==> config.mk <==
export PLATFORM = sky130hd
export DESIGN_NAME = lamport_multi_slot_admission_top
export DESIGN_NICKNAME = d
export VERILOG_FILES = /design/src/rtl/lmsa_pkg.sv /design/src/rtl/lamport_multi_slot_admission_top.sv /design/src/rtl/lmsa_ctrl.sv /design/src/rtl/lmsa_datapath.sv
export SDC_FILE = /design/constraint.sdc
export NUM_CORES = 2
export LEC_CHECK = 0
export BUFFER_PORTS_ARGS = -buffer_cell sky130_fd_sc_hd__buf_2
export CAP_MARGIN = 10
export CORE_UTILIZATION = 50
export CTS_BUF_LIST = sky130_fd_sc_hd__clkbuf_4 sky130_fd_sc_hd__clkbuf_8
export CTS_CLUSTER_SIZE = 16
export DETAILED_ROUTE_END_ITERATION = 6
export PLACE_DENSITY = 0.65
export SLEW_MARGIN = 20
export SYNTH_ARGS = -nofsm -noshare
export SYNTH_HDL_FRONTEND = slang
export SYNTH_HIERARCHICAL = 1
export SYNTH_SLANG_ARGS = --single-unit
==> constraint.sdc <==
create_clock -name clock -period 15.7 [get_ports clock]
set_input_delay 1.57 -clock clock [delete_from_list [all_inputs] [get_ports clock]]
set_output_delay 1.57 -clock clock [all_outputs]
set_load 0.05 [all_outputs]
==> src/rtl/lmsa_pkg.sv <==
package lmsa_pkg;

   localparam int QueueDepthDef = 16;
   localparam int StampBitsDef  = 32;

   localparam logic [2:0] KIND_PEER_REQ = 3'd0;
   localparam logic [2:0] KIND_PEER_ACK = 3'd1;
   localparam logic [2:0] KIND_PEER_REL = 3'd2;
   localparam logic [2:0] KIND_LOC_REQ  = 3'd3;
   localparam logic [2:0] KIND_LOC_EXIT = 3'd4;

   localparam logic [1:0] SEND_NONE = 2'd0;
   localparam logic [1:0] SEND_ACK  = 2'd1;
   localparam logic [1:0] SEND_REQ  = 2'd2;
   localparam logic [1:0] SEND_REL  = 2'd3;

   localparam logic [1:0] PH_IDLE = 2'd0;
   localparam logic [1:0] PH_WAIT = 2'd1;
   localparam logic [1:0] PH_CS   = 2'd2;

   localparam logic [1:0] CSR_NODE_ID    = 2'd0;
   localparam logic [1:0] CSR_NODE_COUNT = 2'd1;
   localparam logic [1:0] CSR_SLOT_LIMIT = 2'd2;
   localparam logic [1:0] CSR_UNIT_LIMIT = 2'd3;

   localparam logic [4:0] ACK_MAX = 5'd31;

   // controller -> datapath
   typedef struct packed {
      logic load;      // latch input item
      logic insert;    // peer insert or own insert
      logic remove;    // remove step
      logic scan;      // entry scan step
      logic finish;    // compute result into output register
   } cmd_type;

   // datapath -> controller
   typedef struct packed {
      logic scan_done;
   } sts_type;

endpackage

==> src/rtl/lamport_multi_slot_admission_top.sv <==
// Admission engine of one node for Lamport-style mutual exclusion over
// several slots and a shared pool of units.
// Input channel req_*: one message or local command per item (valid/ready).
// Result channel rsp_*: exactly one result item per input item.
// csr_*: register writes (node id, node count, slot limit, unit limit), to be
// taken only while no item is in flight; the block itself does not enforce this.
// An accepted item passes the update step (insert or remove), the scan of the
// request queue, one entry per cycle, up to and including this node's own entry
// (at most QUEUE_DEPTH entries), the finish step and the output state. One item
// is in flight at a time, so the next item is accepted only after the previous
// result has been taken.
// Reset clears the clock, queue count, ack count and phase; registers take
// their default values. Queue contents need no clearing.
// While rsp_ready is low the result holds and req_ready stays low.
module lamport_multi_slot_admission_top #(
   parameter int QUEUE_DEPTH = lmsa_pkg::QueueDepthDef,
   parameter int STAMP_BITS  = lmsa_pkg::StampBitsDef
) (
   input  logic        clock,
   input  logic        reset,
   input  logic        req_valid,
   output logic        req_ready,
   input  logic [2:0]  req_kind,
   input  logic [31:0] req_msg_timestamp,
   input  logic [3:0]  req_msg_node,
   input  logic [2:0]  req_msg_amount,
   output logic        rsp_valid,
   input  logic        rsp_ready,
   output logic [1:0]  rsp_send_kind,
   output logic [3:0]  rsp_send_dest,
   output logic [31:0] rsp_send_timestamp,
   output logic [2:0]  rsp_send_amount,
   output logic [1:0]  rsp_node_state,
   output logic        rsp_entered,
   output logic        rsp_rejected,
   input  logic        csr_write,
   input  logic [1:0]  csr_index,
   input  logic [7:0]  csr_data
);

   lmsa_pkg::cmd_type cmd;
   lmsa_pkg::sts_type sts;

   lmsa_ctrl u_ctrl (
      .clock(clock), .reset(reset),
      .req_valid(req_valid), .req_ready(req_ready),
      .rsp_valid(rsp_valid), .rsp_ready(rsp_ready),
      .sts(sts), .cmd(cmd)
   );

   lmsa_datapath #(.QUEUE_DEPTH(QUEUE_DEPTH), .STAMP_BITS(STAMP_BITS)) u_dp (
      .clock(clock), .reset(reset), .cmd(cmd), .sts(sts),
      .csr_write(csr_write), .csr_index(csr_index), .csr_data(csr_data),
      .req_kind(req_kind), .req_msg_timestamp(req_msg_timestamp),
      .req_msg_node(req_msg_node), .req_msg_amount(req_msg_amount),
      .rsp_send_kind(rsp_send_kind), .rsp_send_dest(rsp_send_dest),
      .rsp_send_timestamp(rsp_send_timestamp), .rsp_send_amount(rsp_send_amount),
      .rsp_node_state(rsp_node_state), .rsp_entered(rsp_entered),
      .rsp_rejected(rsp_rejected)
   );

endmodule

==> src/rtl/lmsa_ctrl.sv <==
module lmsa_ctrl (
   input  logic               clock,
   input  logic               reset,
   input  logic               req_valid,
   output logic               req_ready,
   output logic               rsp_valid,
   input  logic               rsp_ready,
   input  lmsa_pkg::sts_type  sts,
   output lmsa_pkg::cmd_type  cmd
);

   typedef enum logic [4:0] {
      ST_IDLE   = 5'b00001,
      ST_UPDATE = 5'b00010,
      ST_SCAN   = 5'b00100,
      ST_FINISH = 5'b01000,
      ST_OUT    = 5'b10000
   } state_type;

   state_type state_ff, state_in;

   always_comb begin
      state_in = state_ff;
      cmd = '0;
      req_ready = 1'b0;
      rsp_valid = 1'b0;
      case (state_ff)
         ST_IDLE: begin
            req_ready = 1'b1;
            if (req_valid) begin
               cmd.load = 1'b1;
               state_in = ST_UPDATE;
            end
         end
         ST_UPDATE: begin
            cmd.insert = 1'b1;
            cmd.remove = 1'b1;
            state_in = ST_SCAN;
         end
         ST_SCAN: begin
            cmd.scan = 1'b1;
            if (sts.scan_done) state_in = ST_FINISH;
         end
         ST_FINISH: begin
            cmd.finish = 1'b1;
            state_in = ST_OUT;
         end
         ST_OUT: begin
            rsp_valid = 1'b1;
            if (rsp_ready) state_in = ST_IDLE;
         end
         default: state_in = ST_IDLE;
      endcase
   end

   always_ff @(posedge clock) begin
      if (reset) state_ff <= ST_IDLE;
      else state_ff <= state_in;
   end

endmodule

==> src/rtl/lmsa_datapath.sv <==
module lmsa_datapath #(
   parameter int QUEUE_DEPTH = lmsa_pkg::QueueDepthDef,
   parameter int STAMP_BITS  = lmsa_pkg::StampBitsDef
) (
   input  logic               clock,
   input  logic               reset,
   input  lmsa_pkg::cmd_type  cmd,
   output lmsa_pkg::sts_type  sts,
   input  logic               csr_write,
   input  logic [1:0]         csr_index,
   input  logic [7:0]         csr_data,
   input  logic [2:0]         req_kind,
   input  logic [31:0]        req_msg_timestamp,
   input  logic [3:0]         req_msg_node,
   input  logic [2:0]         req_msg_amount,
   output logic [1:0]         rsp_send_kind,
   output logic [3:0]         rsp_send_dest,
   output logic [31:0]        rsp_send_timestamp,
   output logic [2:0]         rsp_send_amount,
   output logic [1:0]         rsp_node_state,
   output logic               rsp_entered,
   output logic               rsp_rejected
);

   localparam int IW = $clog2(QUEUE_DEPTH);
   localparam int CW = $clog2(QUEUE_DEPTH + 1);
   localparam int SW = CW + 3;
   localparam logic [STAMP_BITS-1:0] SMAX = '1;
   localparam logic [CW-1:0] DEPTH_C = CW'(QUEUE_DEPTH);

   typedef struct packed {
      logic [STAMP_BITS-1:0] ts;
      logic [3:0]            node;
      logic [2:0]            amt;
   } entry_type;

   entry_type q_ff [QUEUE_DEPTH];

   logic [3:0] node_id_ff;
   logic [4:0] node_count_ff, slot_limit_ff;
   logic [7:0] unit_limit_ff;

   logic [STAMP_BITS-1:0] clock_ff;
   logic [CW-1:0] count_ff;
   logic [4:0] acks_ff;
   logic [1:0] phase_ff;
   logic [2:0] own_ff;

   logic [2:0] kind_ff;
   logic [STAMP_BITS-1:0] mts_ff;
   logic [3:0] mnode_ff;
   logic [2:0] mamt_ff;
   logic rej_ff, ins_ok_ff;

   // scan state
   logic [CW-1:0] idx_ff;
   logic [SW-1:0] sum_ff;
   logic found_ff, ok_ff;

   // received stamp, saturated into STAMP_BITS
   logic [STAMP_BITS-1:0] rx_sat;
   logic [STAMP_BITS-1:0] merged, ticked;
   always_comb begin
      if (STAMP_BITS < 32 && |(req_msg_timestamp >> STAMP_BITS)) rx_sat = SMAX;
      else rx_sat = STAMP_BITS'(req_msg_timestamp);
      merged = (rx_sat > clock_ff) ? rx_sat : clock_ff;
      if (merged != SMAX) merged = merged + 1'b1;
      ticked = (clock_ff != SMAX) ? clock_ff + 1'b1 : clock_ff;
   end

   logic peer;
   assign peer = (req_kind == lmsa_pkg::KIND_PEER_REQ) ||
                 (req_kind == lmsa_pkg::KIND_PEER_ACK) ||
                 (req_kind == lmsa_pkg::KIND_PEER_REL);
   logic full;
   assign full = (count_ff >= DEPTH_C);

   // insert / remove position by parallel compare
   entry_type nent;
   logic [QUEUE_DEPTH-1:0] after, match, first_m, ins_at, rem_sh;
   logic any_m, seen;
   always_comb begin
      nent.ts = (kind_ff == lmsa_pkg::KIND_LOC_REQ) ? clock_ff : mts_ff;
      nent.node = (kind_ff == lmsa_pkg::KIND_LOC_REQ) ? node_id_ff : mnode_ff;
      nent.amt = (kind_ff == lmsa_pkg::KIND_LOC_REQ) ? own_ff : mamt_ff;
      for (int i = 0; i < QUEUE_DEPTH; i++) begin
         after[i] = (CW'(i) < count_ff) && ((q_ff[i].ts > nent.ts) ||
            (q_ff[i].ts == nent.ts && q_ff[i].node > nent.node));
         match[i] = (CW'(i) < count_ff) &&
            (q_ff[i].node == ((kind_ff == lmsa_pkg::KIND_LOC_EXIT) ?
                              node_id_ff : mnode_ff));
      end
      // entries are sorted, so "after" is a suffix; new entry lands at its start
      ins_at[0] = after[0] || (!(|after) && count_ff == '0);
      for (int i = 1; i < QUEUE_DEPTH; i++)
         ins_at[i] = (after[i] && !after[i-1]) || (!(|after) && CW'(i) == count_ff);
      // first match, and every slot from it upward shifts down on removal
      seen = 1'b0;
      for (int i = 0; i < QUEUE_DEPTH; i++) begin
         first_m[i] = match[i] & ~seen;
         seen = seen | match[i];
         rem_sh[i] = seen;
      end
      any_m = seen;
   end

   logic do_ins, do_rem;
   assign do_ins = cmd.insert && ins_ok_ff;
   assign do_rem = cmd.remove && !rej_ff && any_m &&
      ((kind_ff == lmsa_pkg::KIND_PEER_REL) || (kind_ff == lmsa_pkg::KIND_LOC_EXIT));

   always_ff @(posedge clock) begin
      if (do_ins) begin
         for (int i = 1; i < QUEUE_DEPTH; i++) begin
            if (after[i-1]) q_ff[i] <= q_ff[i-1];
         end
         for (int i = 0; i < QUEUE_DEPTH; i++) begin
            if (ins_at[i]) q_ff[i] <= nent;
         end
      end else if (do_rem) begin
         for (int i = 0; i + 1 < QUEUE_DEPTH; i++) begin
            if (rem_sh[i]) q_ff[i] <= q_ff[i + 1];
         end
      end
   end

   // scan over queue: find own entry, prefix sum of amounts ahead
   logic [IW-1:0] sidx;
   assign sidx = idx_ff[IW-1:0];
   logic scan_end;
   assign scan_end = found_ff || (idx_ff >= count_ff);
   assign sts.scan_done = scan_end;

   logic [4:0] needed;
   assign needed = (node_count_ff == 5'd0) ? 5'd0 : node_count_ff - 5'd1;

   always_ff @(posedge clock) begin
      if (reset) begin
         node_id_ff <= '0;
         node_count_ff <= 5'd2;
         slot_limit_ff <= 5'd2;
         unit_limit_ff <= 8'd10;
         clock_ff <= '0;
         count_ff <= '0;
         acks_ff <= '0;
         phase_ff <= lmsa_pkg::PH_IDLE;
         own_ff <= '0;
      end else begin
         if (csr_write) begin
            case (csr_index)
               lmsa_pkg::CSR_NODE_ID:    node_id_ff <= csr_data[3:0];
               lmsa_pkg::CSR_NODE_COUNT: node_count_ff <= csr_data[4:0];
               lmsa_pkg::CSR_SLOT_LIMIT: slot_limit_ff <= csr_data[4:0];
               lmsa_pkg::CSR_UNIT_LIMIT: unit_limit_ff <= csr_data;
               default: ;
            endcase
         end
         if (cmd.load) begin
            case (req_kind)
               lmsa_pkg::KIND_PEER_ACK: begin
                  clock_ff <= merged;
                  if (acks_ff < lmsa_pkg::ACK_MAX) acks_ff <= acks_ff + 5'd1;
               end
               lmsa_pkg::KIND_PEER_REQ, lmsa_pkg::KIND_PEER_REL: clock_ff <= merged;
               lmsa_pkg::KIND_LOC_REQ:
                  if (phase_ff == lmsa_pkg::PH_IDLE && !full) begin
                     clock_ff <= ticked;
                     own_ff <= req_msg_amount;
                     acks_ff <= '0;
                     phase_ff <= lmsa_pkg::PH_WAIT;
                  end
               lmsa_pkg::KIND_LOC_EXIT:
                  if (phase_ff == lmsa_pkg::PH_CS) begin
                     clock_ff <= ticked;
                     phase_ff <= lmsa_pkg::PH_IDLE;
                  end
               default: ;
            endcase
         end
         if (do_ins) count_ff <= count_ff + 1'b1;
         else if (do_rem) count_ff <= count_ff - 1'b1;
         if (cmd.finish && phase_ff == lmsa_pkg::PH_WAIT && ok_ff)
            phase_ff <= lmsa_pkg::PH_CS;
      end
   end

   always_ff @(posedge clock) begin
      if (cmd.load) begin
         kind_ff <= req_kind;
         mts_ff <= peer ? rx_sat : '0;
         mnode_ff <= req_msg_node;
         mamt_ff <= req_msg_amount;
         rej_ff <= ((req_kind == lmsa_pkg::KIND_LOC_REQ) &&
                    (phase_ff != lmsa_pkg::PH_IDLE || full)) ||
                   ((req_kind == lmsa_pkg::KIND_LOC_EXIT) &&
                    (phase_ff != lmsa_pkg::PH_CS)) ||
                   ((req_kind == lmsa_pkg::KIND_PEER_REQ) && full);
         ins_ok_ff <= !full && ((req_kind == lmsa_pkg::KIND_PEER_REQ) ||
                    (req_kind == lmsa_pkg::KIND_LOC_REQ && phase_ff == lmsa_pkg::PH_IDLE));
      end
      if (cmd.insert) begin
         idx_ff <= '0;
         sum_ff <= '0;
         found_ff <= 1'b0;
         ok_ff <= 1'b0;
      end else if (cmd.scan && !scan_end) begin
         if (q_ff[sidx].node == node_id_ff) begin
            found_ff <= 1'b1;
            ok_ff <= (32'(idx_ff) < 32'(slot_limit_ff)) &&
                     ((32'(sum_ff) + 32'(own_ff)) <= 32'(unit_limit_ff)) &&
                     (acks_ff == needed);
         end else begin
            sum_ff <= sum_ff + SW'(q_ff[sidx].amt);
         end
         idx_ff <= idx_ff + 1'b1;
      end
      if (cmd.finish) begin
         rsp_rejected <= rej_ff;
         rsp_send_dest <= '0;
         rsp_send_amount <= '0;
         rsp_send_timestamp <= '0;
         rsp_send_kind <= lmsa_pkg::SEND_NONE;
         rsp_entered <= phase_ff == lmsa_pkg::PH_WAIT && ok_ff;
         rsp_node_state <= (phase_ff == lmsa_pkg::PH_WAIT && ok_ff) ?
                           lmsa_pkg::PH_CS : phase_ff;
         if (!rej_ff) begin
            case (kind_ff)
               lmsa_pkg::KIND_PEER_REQ: begin
                  rsp_send_kind <= lmsa_pkg::SEND_ACK;
                  rsp_send_dest <= mnode_ff;
                  rsp_send_timestamp <= 32'(clock_ff);
               end
               lmsa_pkg::KIND_LOC_REQ: begin
                  rsp_send_kind <= lmsa_pkg::SEND_REQ;
                  rsp_send_timestamp <= 32'(clock_ff);
                  rsp_send_amount <= own_ff;
               end
               lmsa_pkg::KIND_LOC_EXIT: begin
                  rsp_send_kind <= lmsa_pkg::SEND_REL;
                  rsp_send_timestamp <= 32'(clock_ff);
               end
               default: ;
            endcase
         end
      end
   end

endmodule

* Word-level counts from Yosys, hierarchy flattened
Memories as Yosys holds them, arrays and structs flattened. A register that Yosys moved wholly into a read port is not among the register bits.
Cells that the tools add are included.
W data, S select, Z words.
** Cells by class
- Add/sub/neg operators :: 9
- Order comparisons :: 54
- Equality and inequality tests :: 77
- Muxes and demuxes :: 218
- Bitwise gates (word level) :: 49
- Reductions and logical operators :: 186
** Operator list (count)
- $mux W39 :: 30
- $gt A32 B32 Y1 :: 17
- $eq A32 B32 Y1 :: 16
- $mux W32 :: 6
- $mux W1 :: 159
- $pmux W32 S3 :: 1
- $logic_and A1 B1 Y1 :: 95
- $eq A4 B4 Y1 :: 17
- $add A32 B1 Y32 const B :: 2
- $gt A4 B4 Y1 :: 16
- $ne A32 B32 Y1 const B :: 2
- $or A1 B1 Y1 :: 45
- $eq A4 B5 Y1 const A :: 8
- $logic_or A1 B1 Y1 :: 40
- $lt A4 B5 Y1 const A :: 8
- $mux W5 :: 8
- $le A32 B8 Y1 :: 1
- $pmux W5 S5 :: 1
- $eq A3 B5 Y1 const A :: 4
- $lt A3 B5 Y1 const A :: 4
- $logic_not A1 Y1 :: 19
- $mux W4 :: 4
- $reduce_and A4 Y1 :: 4
- $reduce_or A16 Y1 :: 1
- other kinds (41) :: 85
** Word-level totals
- Register bits :: 178
- Memory bits (writable) :: 624
- Input port bits :: 57
- Output and inout port bits :: 47
- Logic and storage cells :: 622
- Memories :: 1
** Memory list
- u_dp.q_ff :: depth 16, bits a word 39, rd ports 17, clocked after Yosys merged registers in 1, wr ports 16, line lmsa_datapath.sv:37 : entry_type q_ff [QUEUE_DEPTH];

* Depth between registers and ports, before layout
- Word-level depth :: 25
- Gate-level depth with buffers :: 24
- Depth with buffers taken out :: 20

* Cells and area by module
Netlist, hierarchy kept.
** By module, submodules not included
- lmsa_datapath :: instances 1, cells an instance 5800, area an instance 57002.2 µm², seq. area each 23172.2 µm²
- lmsa_ctrl :: instances 1, cells an instance 32, area an instance 300.3 µm², seq. area each 100.1 µm²

* Worst setup path after synthesis
OpenSTA, ideal clock, no wires.
- Path kind :: register -> register
- Start point :: register u_dp.kind_ff[0]
- End point :: memory u_dp/q_ff[7][0] (netlist name) (enable)
- Setup time :: 544 ps
- Data arrival time :: 8421 ps
- Data required time :: 15156 ps
- Slack :: 6736 ps
- Cell stages (with the launch flop) :: 19
- Path buffers :: 3
- Period minus slack after synthesis :: 8964 ps
- Cell sequence :: edfxtp_1 > nand3b_1 > clkbuf_1 > buf_1 > nand2_1 > o21ai_0 > inv_1 > ha_1 > or4_1 > a221o_1 > a31oi_1 > nor2_1 > a2111oi_4 > o21ai_1 > nor4_2 > and3_1 > buf_4 > nand2_1 > o41ai_1
** RTL lines
- start: declaration :: line lmsa_datapath.sv:49 : logic [2:0] kind_ff;
- start signal: assignment :: line lmsa_datapath.sv:189 : kind_ff <= req_kind;
- end: declaration :: line lmsa_datapath.sv:37

==> metrics.md <==
| Metric | Value |
|---|---|
| DP Cell Count | `7,251` |
| CP max FO | `53` |
| Max Freq | `0.116 GHz` |
| Num rows | `between 100 and 150` |
| IO buf count | `a little over 100` |
| H-tree depth | `4` |
| Worst Setup SP | `u_dp/kind_ff[1]` |
| Worst r2r dst | `u_dp/q_ff[15][0]` |
| Residual DRC | `0` |
| Final WL | `175,000 um` |
| Root Driver | `clkbuf_8` |
| Worst-Margin Slew | `approximately 1.2 ns` |
| First-pass GRT wire length | `269,000 um` |
| Count of cell types in the netlist | `91` |
| Critical path class | `flop to flop` |
| Filler Cell Count | `9,886` |
| Synth area leader | `edfxtp_1` |
| PD cells | `83.7 nW/um2` |
| FFs w/ async S/R, synth | `0` |
| Synth area leaders | `edfxtp_1 37%, ha_1 14%, mux2i_1 8.5%` |
| TritonCTS clock tree | `done` |
| Worst setup path endpoint | `u_dp/q_ff[15][0]` |
| Mapped Cells | `5,832` |
| Die H | `341 um` |
| Worst hold path type | `flop to flop` |
| Commonest non-fill, non-tap cell in the layout | `edfxtp_1` |
| HP Start | `u_dp/unit_limit_ff[0]` |
| Drt wl/cell | `23.3 um` |
| Number of synthesized flops with an enable pin | `713` |
| WP data arrival | `about 9 ns` |
| I/O Pins | `104` |
| Total power | `5250 uW` |
| Gr usage total | `0.296` |
| Critical Path Start Type | `flop` |
| DR vias/cell | `6.27` |
| Max Slew Vio Count | `0` |
| Post-synthesis average cell area | `roughly 10 um2` |
| Total negative slack | `0 ns` |
| CTS Hold Bufs | `0` |
| Initial DRC Count | `~4,600` |
| # setup viols final | `0` |
| Post-CTS Setup Bufs | `0` |
| Register area | `23,300 um2` |
| ANT nets after route | `0` |
| Yosys top cell area share | `0.374` |
| Synthesized flop and latch total | `between 800 and 900` |
| Worst-skew pair later-pin latency | `0.85 ns` |
| Synth Flop Type | `edfxtp_1` |
| Leak | `roughly 0.024 uW` |
| Skew final | `between 0.04 and 0.05 ns` |
| Initial Utilization | `0.507` |
| Reg2reg start | `u_dp/kind_ff[1]` |
| Synth warn | `6` |
| Layout cell share with drive strength beyond 1 | `0.103` |
| Mapped Area | `57,300 um2` |
| Multi-input gate area | `approximately 32,000 um2` |
| Reg clk slew, reported paths | `0.06 ns` |
| GP Congestion | `0.956` |
| Via count | `47,100` |
| Flop2flop setup slack | `7.11 ns` |
| 1st-pass router iterations | `7` |
| Final Hold Violating Endpoints | `0` |
| Crit share post-route | `0.547` |
| Cts repair resizes | `0` |
| Unrepaired setup endpoints after global routing | `no` |
| Status | `finished clean` |
| Final cell count without fillers | `7,517` |
| Nets | `roughly 6,600` |
| Number of max-cap violations | `0` |
| Vias in the first global route | `about 46,000` |
| VDD IR max | `approximately 0.063 mV` |
| Hold slack | `around 0.46 ns` |
| WP data required | `16.15 ns` |
| DP HPWL | `129,000 um` |
| Initial antenna violation count | `1` |
| Most frequent cells in the layout | `713 x edfxtp_1, 659 x nand2_1, 641 x ha_1` |
| Total core area | `approximately 110,000 um2` |
| CP Capture Type | `flop` |
| Largest net degree at the start of global routing | `80` |
| Slew margin rel. | `0.209` |
| Min Tclk post-route | `8.59 ns` |
| Syn_nets | `6,532` |
| Grt total ovfl | `0` |
| Die Area | `116,000 um2` |
| Die Wd | `341 um` |
| Clk buf depth | `3` |
| CTS Buf Count | `approximately 150` |
| Seq/Total Area, Yosys | `0.406` |
| Clk sinks | `roughly 810` |
| Layout area overhead | `9.43%` |
| R2r worst-path depth | `18` |
==> routing by layer <==
layer,share of wire,track usage,vias to the layer above
met4,0.034,0.109,0
met2,0.45,0.474,1978
met1,0.43,0.405,22800
met3,0.078,0.0471,309
li1,-,-,22000
met5,0,0,-
==> flip-flops by register name, indices dropped and copies added (netlist names), 8 cells and up, named ones only <==
name / cells
u_dp/clock_ff: 32
u_dp/mts_ff: 32
u_dp/q_ff: 624
u_dp/rsp_send_timestamp: 32
u_dp/sum_ff: 8
u_dp/unit_limit_ff: 8
==> synthesized netlist by cell type (45+ instances only) <==
master and count:
a21oi_1 392, a21o_1 68, nand3_1 128, o211ai_1 45
nand2_1 665, nor3_1 71, nor2_1 502, o21ai_1 199
o21a_1 50, nand4_1 131, ha_1 641, a211oi_1 85
edfxtp_1 713, mux2i_1 484, dfxtp_1 93, o21ai_0 417
xor2_1 47, and2_1 54, xnor2_1 78, buf_2 76
clkbuf_1 210, inv_1 158
==> worst min path at each step <==
stage	cells after the start	slack, ns	endpoint
floorplan	2	0.44	u_dp/unit_limit_ff[2]
global placement	2	0.45	u_dp/unit_limit_ff[5]
detailed placement	2	0.45	u_dp/unit_limit_ff[0]
CTS	2	0.46	u_dp/unit_limit_ff[0]
global route	2	0.49	u_dp/unit_limit_ff[4]
finish	2	0.46	u_dp/unit_limit_ff[0]
==> area by class of cell <==
class / instances / share of cell area
Antenna cell: 2 / 0.0000798
Clock inverter: 48 / 0.00573
Multi-Input combinational cell: 4551 / 0.518
Tap cell: 1500 / 0.0299
Sequential cell: 806 / 0.371
Timing Repair Buffer: 232 / 0.0239
Inverter: 162 / 0.00970
Clock buffer: 216 / 0.0419
==> metrics by stage <==
stage / cell area (um2) / setup WS (ns) / util
floorplan: 57300 / 6.74 / -
global placement: 59700 / 6.96 / 0.527
detailed placement: 59700 / 6.76 / 0.528
CTS: 62700 / 6.77 / 0.554
global route: 62700 / 6.64 / 0.554
finish: 62700 / 7.11 / 0.554
==> report_power, final <==
| group | internal (uW) | leakage [uW] | total (uW) | switching (uW) |
|---|---|---|---|---|
| Combinational | 286 | 0.0156 | 780 | 493 |
| Sequential | 2350 | 0.00730 | 2370 | 18.8 |
| Clock | 1150 | 0.00158 | 2100 | 945 |
| Total | 3790 | 0.0245 | 5250 | 1460 |
==> cell families after synthesis <==
family                     count (synthesis)  share of synthesized area
DFF                                      806                      0.406
buffers and inverters                    475                     0.0341
and+or+nand+nor                         1763                      0.140
AOI/OAI and AO/OA                       1435                      0.148
adders and majority gates                643                      0.141
xor gates and xnor gates                 125                     0.0191
muxes                                    585                      0.112
==> critical path: stages, from the launching register on <==
cell	delay [ns]
edfxtp_1	0.50
nand3b_1	0.13
buf_4	0.26
buf_4	0.46
nand2_1	0.14
o21ai_2	0.29
inv_1	0.64
ha_1	0.51
nand4_1	0.16
nor4_1	0.84
nand4_1	0.18
o221ai_1	0.50
nand2_1	0.17
nor4_2	0.57
and3_1	0.77
nand2_1	0.31
o31ai_4	0.28
buf_4	0.55
a21o_2	0.84
Power figures use the tool's default switching activity.
